### src/rtl/u8u16_pkg.sv
// ============================================================================
// u8u16_pkg
// Types and constants shared by the UTF-8 to UTF-16 decoder.
// ============================================================================
package u8u16_pkg;

    // Most code units that one input byte can give.
    localparam int MAX_RESULTS = 4;
    localparam int RES_IDX_W   = $clog2(MAX_RESULTS);
    localparam int RES_CNT_W   = $clog2(MAX_RESULTS + 1);

    localparam int CP_W = 21;

    localparam logic [15:0] REPL_UNIT   = 16'hFFFD;
    localparam logic [15:0] HI_SURR_TAG = 16'hD800;
    localparam logic [15:0] LO_SURR_TAG = 16'hDC00;

    localparam logic [CP_W-1:0] CP_MIN_LEN3  = 21'h000800;
    localparam logic [CP_W-1:0] CP_MIN_LEN2  = 21'h000080;
    localparam logic [CP_W-1:0] CP_SUPP_BASE = 21'h010000;
    localparam logic [CP_W-1:0] CP_MAX       = 21'h10FFFF;
    localparam logic [CP_W-1:0] CP_SURR_LO   = 21'h00D800;
    localparam logic [CP_W-1:0] CP_SURR_HI   = 21'h00DFFF;

    // Sequence lengths, zero meaning no sequence is open.
    localparam logic [2:0] SEQ_NONE = 3'd0;
    localparam logic [2:0] SEQ_LEN2 = 3'd2;
    localparam logic [2:0] SEQ_LEN3 = 3'd3;
    localparam logic [2:0] SEQ_LEN4 = 3'd4;

    typedef struct packed {
        logic [15:0] unit;
        logic        repl;
    } res_entry_t;

endpackage

### src/rtl/utf8_to_utf16_decoder.sv
// ============================================================================
// utf8_to_utf16_decoder
// Streaming UTF-8 to UTF-16 decoder that replaces malformed input by U+FFFD.
// ============================================================================
// Accepts one byte per cycle while out_ready holds and gives zero to four
// UTF-16 words for it; the words of one byte leave one per cycle, while
// out_ready is high, from a four-entry result buffer, so a byte that yields
// several words holds back the next byte that yields words until its last
// word is taken, while a byte that yields one or none keeps a rate of one
// byte per clock. The result buffer draining at one word per cycle is what
// sets the rate. A byte is registered at the input, then decoded into the
// result buffer. run_end marks the last word of each byte, text_end the last
// word of a byte flagged final_byte; a sequence left open at the end of a
// text gives one extra replacement word and the next text starts fresh.
module utf8_to_utf16_decoder
    import u8u16_pkg::*;
(
    input  logic        clk,
    input  logic        rst_n,
    input  logic        in_valid,
    output logic        in_ready,
    input  logic [7:0]  byte_value,
    input  logic        final_byte,
    output logic        out_valid,
    input  logic        out_ready,
    output logic [15:0] code_unit,
    output logic        is_replacement,
    output logic        run_end,
    output logic        text_end
);

    // Input register.
    logic       in_valid_reg;
    logic [7:0] in_byte_reg;
    logic       in_fin_reg;

    // Decoder state.
    logic [2:0]      el_reg, el_next;
    logic [1:0]      bh_reg, bh_next;
    logic [CP_W-1:0] acc_reg, acc_next;

    // Result buffer.
    res_entry_t           res_buf_reg [MAX_RESULTS];
    logic [RES_CNT_W-1:0] rem_reg;
    logic [RES_IDX_W-1:0] idx_reg;
    logic                 buf_fin_reg;

    // Decode results.
    res_entry_t           res [MAX_RESULTS];
    logic [RES_CNT_W-1:0] cnt;
    logic                 do_lead;
    logic                 is_cont;
    logic [CP_W-1:0]      cp;
    logic [CP_W-1:0]      supp;
    logic                 per_byte;

    logic out_fire;
    logic buf_free;
    logic adv;

    assign out_valid = (rem_reg != '0);
    assign out_fire  = out_valid && out_ready;
    assign buf_free  = (rem_reg == '0) || ((rem_reg == RES_CNT_W'(1)) && out_ready);
    assign adv       = in_valid_reg && ((cnt == '0) || buf_free);
    assign in_ready  = !in_valid_reg || adv;

    assign code_unit      = res_buf_reg[idx_reg].unit;
    assign is_replacement = res_buf_reg[idx_reg].repl;
    assign run_end        = (rem_reg == RES_CNT_W'(1));
    assign text_end       = run_end && buf_fin_reg;

    assign is_cont = (in_byte_reg[7:6] == 2'b10);
    assign cp      = {acc_reg[CP_W-7:0], in_byte_reg[5:0]};
    assign supp    = cp - CP_SUPP_BASE;

    assign per_byte = ((el_reg == SEQ_LEN2) && (cp < CP_MIN_LEN2)) ||
                      ((el_reg == SEQ_LEN3) && (cp < CP_MIN_LEN3)) ||
                      ((el_reg == SEQ_LEN4) &&
                       ((cp < CP_SUPP_BASE) || (cp > CP_MAX)));

    always_comb
    begin
        el_next  = el_reg;
        bh_next  = bh_reg;
        acc_next = acc_reg;
        cnt      = '0;
        do_lead  = 1'b0;
        for (int i = 0; i < MAX_RESULTS; i++)
        begin
            res[i] = '{unit: REPL_UNIT, repl: 1'b1};
        end

        if (el_reg != SEQ_NONE)
        begin
            if (is_cont)
            begin
                if (({1'b0, bh_reg} + 3'd1) >= el_reg)
                begin
                    el_next  = SEQ_NONE;
                    bh_next  = '0;
                    acc_next = '0;
                    if (per_byte)
                    begin
                        for (int i = 0; i < MAX_RESULTS; i++)
                        begin
                            if (3'(i) < el_reg)
                            begin
                                res[cnt[RES_IDX_W-1:0]] = '{unit: REPL_UNIT, repl: 1'b1};
                                cnt = cnt + RES_CNT_W'(1);
                            end
                        end
                    end
                    else if ((el_reg == SEQ_LEN3) && (cp >= CP_SURR_LO) &&
                             (cp <= CP_SURR_HI))
                    begin
                        res[cnt[RES_IDX_W-1:0]] = '{unit: REPL_UNIT, repl: 1'b1};
                        cnt = cnt + RES_CNT_W'(1);
                    end
                    else if (cp >= CP_SUPP_BASE)
                    begin
                        res[cnt[RES_IDX_W-1:0]] =
                            '{unit: HI_SURR_TAG | {6'd0, supp[19:10]}, repl: 1'b0};
                        cnt = cnt + RES_CNT_W'(1);
                        res[cnt[RES_IDX_W-1:0]] =
                            '{unit: LO_SURR_TAG | {6'd0, supp[9:0]}, repl: 1'b0};
                        cnt = cnt + RES_CNT_W'(1);
                    end
                    else
                    begin
                        res[cnt[RES_IDX_W-1:0]] = '{unit: cp[15:0], repl: 1'b0};
                        cnt = cnt + RES_CNT_W'(1);
                    end
                end
                else
                begin
                    acc_next = cp;
                    bh_next  = bh_reg + 2'd1;
                end
            end
            else
            begin
                // The open sequence is broken; the byte starts over as a lead.
                el_next  = SEQ_NONE;
                bh_next  = '0;
                acc_next = '0;
                res[cnt[RES_IDX_W-1:0]] = '{unit: REPL_UNIT, repl: 1'b1};
                cnt = cnt + RES_CNT_W'(1);
                do_lead = 1'b1;
            end
        end
        else
        begin
            do_lead = 1'b1;
        end

        if (do_lead)
        begin
            if (!in_byte_reg[7])
            begin
                res[cnt[RES_IDX_W-1:0]] = '{unit: {8'd0, in_byte_reg}, repl: 1'b0};
                cnt = cnt + RES_CNT_W'(1);
            end
            else if (!in_byte_reg[6] || (in_byte_reg[7:3] == 5'b11111))
            begin
                res[cnt[RES_IDX_W-1:0]] = '{unit: REPL_UNIT, repl: 1'b1};
                cnt = cnt + RES_CNT_W'(1);
            end
            else if (!in_byte_reg[5])
            begin
                el_next  = SEQ_LEN2;
                bh_next  = 2'd1;
                acc_next = {16'd0, in_byte_reg[4:0]};
            end
            else if (!in_byte_reg[4])
            begin
                el_next  = SEQ_LEN3;
                bh_next  = 2'd1;
                acc_next = {17'd0, in_byte_reg[3:0]};
            end
            else
            begin
                el_next  = SEQ_LEN4;
                bh_next  = 2'd1;
                acc_next = {18'd0, in_byte_reg[2:0]};
            end
        end

        if (in_fin_reg)
        begin
            if (el_next != SEQ_NONE)
            begin
                res[cnt[RES_IDX_W-1:0]] = '{unit: REPL_UNIT, repl: 1'b1};
                cnt = cnt + RES_CNT_W'(1);
            end
            el_next  = SEQ_NONE;
            bh_next  = '0;
            acc_next = '0;
        end
    end

    always_ff @(posedge clk or negedge rst_n)
    begin
        if (!rst_n)
        begin
            in_valid_reg <= 1'b0;
            el_reg       <= SEQ_NONE;
            bh_reg       <= '0;
            acc_reg      <= '0;
            rem_reg      <= '0;
            idx_reg      <= '0;
            buf_fin_reg  <= 1'b0;
        end
        else
        begin
            if (in_ready)
            begin
                in_valid_reg <= in_valid;
            end

            if (adv)
            begin
                el_reg  <= el_next;
                bh_reg  <= bh_next;
                acc_reg <= acc_next;
            end

            if (adv && (cnt != '0))
            begin
                rem_reg     <= cnt;
                idx_reg     <= '0;
                buf_fin_reg <= in_fin_reg;
            end
            else if (out_fire)
            begin
                rem_reg <= rem_reg - RES_CNT_W'(1);
                idx_reg <= idx_reg + RES_IDX_W'(1);
            end
        end
    end

    always_ff @(posedge clk)
    begin
        if (in_valid && in_ready)
        begin
            in_byte_reg <= byte_value;
            in_fin_reg  <= final_byte;
        end
        if (adv && (cnt != '0))
        begin
            for (int i = 0; i < MAX_RESULTS; i++)
            begin
                res_buf_reg[i] <= res[i];
            end
        end
    end

endmodule

### config.mk
export PLATFORM = sky130hd
export DESIGN_NAME = utf8_to_utf16_decoder
export DESIGN_NICKNAME = d
export VERILOG_FILES = /design/src/rtl/u8u16_pkg.sv /design/src/rtl/utf8_to_utf16_decoder.sv
export SDC_FILE = /design/constraint.sdc
export NUM_CORES = 1
export LEC_CHECK = 0
export ABC_CLOCK_PERIOD_IN_PS = 7500
export BUFFER_PORTS_ARGS = -buffer_cell sky130_fd_sc_hd__buf_2
export CAP_MARGIN = 10
export CORE_MARGIN = 2
export CORE_UTILIZATION = 55
export CTS_CLUSTER_DIAMETER = 80
export CTS_CLUSTER_SIZE = 40
export DETAILED_ROUTE_END_ITERATION = 16
export PLACE_DENSITY = 0.77
export SYNTH_ARGS = -nofsm -noshare
export SYNTH_HDL_FRONTEND = slang
export SYNTH_SLANG_ARGS = --single-unit
### constraint.sdc
create_clock -name clk -period 7.5 [get_ports clk]
set_clock_uncertainty 0.05 [all_clocks]
set_input_delay 1.5 -clock clk [delete_from_list [all_inputs] [get_ports clk]]
set_output_delay 1.5 -clock clk [all_outputs]
set_load 0.02 [all_outputs]
==> impl_metrics.json <==
{
  "relSlewSlack": 0.322,
  "wl_mm": 9.41,
  "grt_pass1_vias": 3100,
  "regArea_sq_mm": 0.00230,
  "critPathArrivalTime_ns": 4.61,
  "cts_tree": "done",
  "max_freq_mhz": 162,
  "yosys.area.top_type": "edfxtp_1",
  "maxSlewViolCount": 0,
  "clock_latency_ns": 0.36,
  "muxShareOfSynthArea": 0.0536,
  "fin_area_sq_mm": 0.00476,
  "die_x_um": 92.4,
  "num_vias": 3160,
  "grt_max_degree": 49,
  "seq_area_frac_synth": 0.534,
  "synth_cell_types": 57,
  "rsz0062_at_grt": "no",
  "synth_edf_count": 54,
  "synth_xor_area_frac": 0.0102,
  "placed_area_sq_mm": 0.00454,
  "viasPerCell": 6.15,
  "postCtsResizedCells": 0,
  "grt_pass1_wl_mm": 15.4,
  "p_sw_frac": 0.417,
  "numCtsBuffers": 9,
  "synth_compound_area_frac": 0.167,
  "synth_top_cell_area_share": 0.377,
  "net-switching-power_mw": 0.819,
  "clockPowerShare": 0.183,
  "post-route-min-period_ns": 6.16,
  "avgSynthCellArea_sq_um": 11.3,
  "synth_warnings": 0,
  "dr.pass1.iters": 5,
  "layout.nets": 434,
  "end_kind": "primary output",
  "hpwlAfterDp_mm": 6.62,
  "required_ns": 5.95,
  "syn_inst": 379,
  "wl_per_cell_um": 18.3,
  "multi_input_area_sq_mm": 0.00187,
  "cts_buffer_depth": 2,
  "clkTransAtPathRegs_ns": 0.09,
  "status": "finished, final reports clean",
  "grt_overflow": 0,
  "synthSimpleGateAreaFrac": 0.161,
  "syn_nets": 406,
  "async_reset_ff_frac": 0.333,
  "ys_seq_elements": 81,
  "netlist_top_cells_area": "edfxtp_1 38%, dfrtp_1 16%, ha_1 4.1%",
  "drtIter0Drc": 317,
  "cts.hold.buffers_added": 0,
  "finalCritPeriodShare": 0.822,
  "start_kind": "register",
  "cts_max_level": 3,
  "root_buffer": "clkbuf_8",
  "setup_viol": 0,
  "seq_power_share": 0.392,
  "grt.total_usage": 0.236,
  "rows": 32,
  "drc_errors": 0,
  "internal_power_mw": 1.15,
  "cts_setup_buffers": 0,
  "p_comb_frac": 0.425,
  "cap_violations": 0,
  "antenna_cells": 0,
  "die-height_um": 92.4,
  "synth_top_family_by_area": "compound AO/OA/AOI/OAI gates",
  "coreArea_sq_mm": 0.00765,
  "antenna_found_initial": 0,
  "tightest_slew_ns": 1.01,
  "crit_type": "register to primary output",
  "synth-main-ff-cell": "edfxtp_1",
  "max-vdd-ir-drop_uv": 268,
  "finalHoldViolCount": 0,
  "hold_ws_ns": 0.482,
  "gp_congestion": 0.987,
  "area_growth_pct": 10.7,
  "ant_nets": 0,
  "finalSetupTns_ns": 0,
  "crit_path_max_fanout": 10,
  "synth_area_sq_mm": 0.00430,
  "hp-class": "register to register",
  "drive_above_1_share": 0.163,
  "boundaryPins": 34,
  "dieArea_sq_mm": 0.00854,
  "largest_reg_flops": 45,
  "leakage_nw": 1.72,
  "clkSinkCount": 81,
  "synth_fa_ha_area_frac": 0.0407,
  "initial_core_util": 0.562,
  "n_fill_cell": 610,
  "p_per_area_mw_per_mm2": 413,
  "placement.io_buffers": 33
}
## power by group through the flow
stage               registers (mW)  clock network [mW]  logic [mW]
finish                       0.769               0.360       0.836
CTS                          0.769               0.362       0.837
global route                 0.787               0.382       0.917
detailed placement           0.778                   0       0.830
floorplan                    0.705                   0       0.679
global placement             0.769                   0       0.811
## metrics by stage
step / setup slack [ns] / total power [mW] / instances / utilization
after floorplan: 1.22 / 1.38 / 379 / -
after global routing: 0.931 / 2.09 / 514 / 0.623
after detailed placement: 1.85 / 1.61 / 498 / 0.593
after global placement: 2.04 / 1.58 / 498 / 0.593
final: 1.34 / 1.96 / 514 / 0.623
after CTS: 1.39 / 1.97 / 514 / 0.623
## cell usage after synthesis (6+ instances only)
master and n:
a21oi_1 19, a22o_1 15, clkbuf_1 12, dfrtp_1 27
edfxtp_1 54, ha_1 14, inv_1 18, mux4_2 7
nand2_1 31, nand2b_1 21, nand3_1 8, nor2_1 27
nor2b_1 11, nor3_1 10, o21ai_0 22, o22a_1 7
o31ai_1 6
## cells by family (layout without fill, tap and decap cells)
| kind of cell | count (synthesis) | in the layout |
|---|---|---|
| AO/OA/AOI/OAI | 98 | 98 |
| XOR/XNOR | 5 | 5 |
| adder cells (fa/ha/maj) | 14 | 14 |
| buffers and inverters | 35 | 68 |
| flip-flops | 81 | 81 |
| multiplexers | 14 | 14 |
| AND/OR/NAND/NOR | 132 | 132 |
## area by class of cell
cell class | count | share of cell area
flip-flops and latches | 81 | 0.483
multi-input cells | 263 | 0.393
repair buffers | 34 | 0.0363
well taps | 102 | 0.0268
clock buffers | 9 | 0.0260
clock inverters | 7 | 0.0213
inverters | 18 | 0.0142
## placed cells by master (no fill, tap or decap), types with 3 or more instances in the layout
| cell type | n |
|---|---|
| edfxtp_1 | 54 |
| buf_2 | 33 |
| nand2_1 | 31 |
| nor2_1 | 27 |
| dfrtp_1 | 27 |
| o21ai_0 | 22 |
| nand2b_1 | 21 |
| inv_1 | 18 |
| a21oi_1 | 18 |
| a22o_1 | 15 |
| ha_1 | 14 |
| nor2b_1 | 11 |
| nor3_1 | 10 |
| clkbuf_8 | 9 |
| nand3_1 | 8 |
| o22a_1 | 7 |
| mux4_2 | 7 |
| o31ai_1 | 6 |
| mux2i_1 | 5 |
| and2_1 | 5 |
| o21a_1 | 4 |
| a31oi_1 | 4 |
| nand4_1 | 3 |
| nor3b_1 | 3 |
| xnor2_1 | 3 |
## path summary, 6_finish.rpt
kind / startpoint / to / slack [ns] / depth (start not counted)
worst min register to register: bh_reg[1] / bh_reg[1] / 0.48 / 1
min in group asynchronous: rst_n / rem_reg[2] / 1.11 / 1
max in group asynchronous: rst_n / acc_reg[8] / 5.86 / 1
worst max register to register: acc_reg[13] / buf_fin_reg / 2.46 / 14
worst min-delay path: bh_reg[1] / bh_reg[1] / 0.48 / 1
worst max-delay path: acc_reg[13] / in_ready / 1.34 / 14
## worst max-delay path, stage by stage (launching register included)
cell and delay [ns]:
dfrtp_1 0.44, nor4_2 0.56, nor2b_1 0.58, o21ai_1 0.26
o31ai_1 0.29, nand2_1 0.13, ha_1 0.33, a221oi_1 0.44
inv_1 0.09, ha_1 0.30, nor3_1 0.18, a32o_2 0.25
nand2_1 0.09, nand3_1 0.14, buf_2 0.18
## layer usage
metal	part of all wire	track usage	vias up
met5	0	0	-
met4	0.018	0.0896	0
met3	0.068	0.0610	20
met2	0.49	0.391	160
met1	0.42	0.301	1507
li1	-	-	1473
Note: power is estimated with default switching activity, not from simulation.
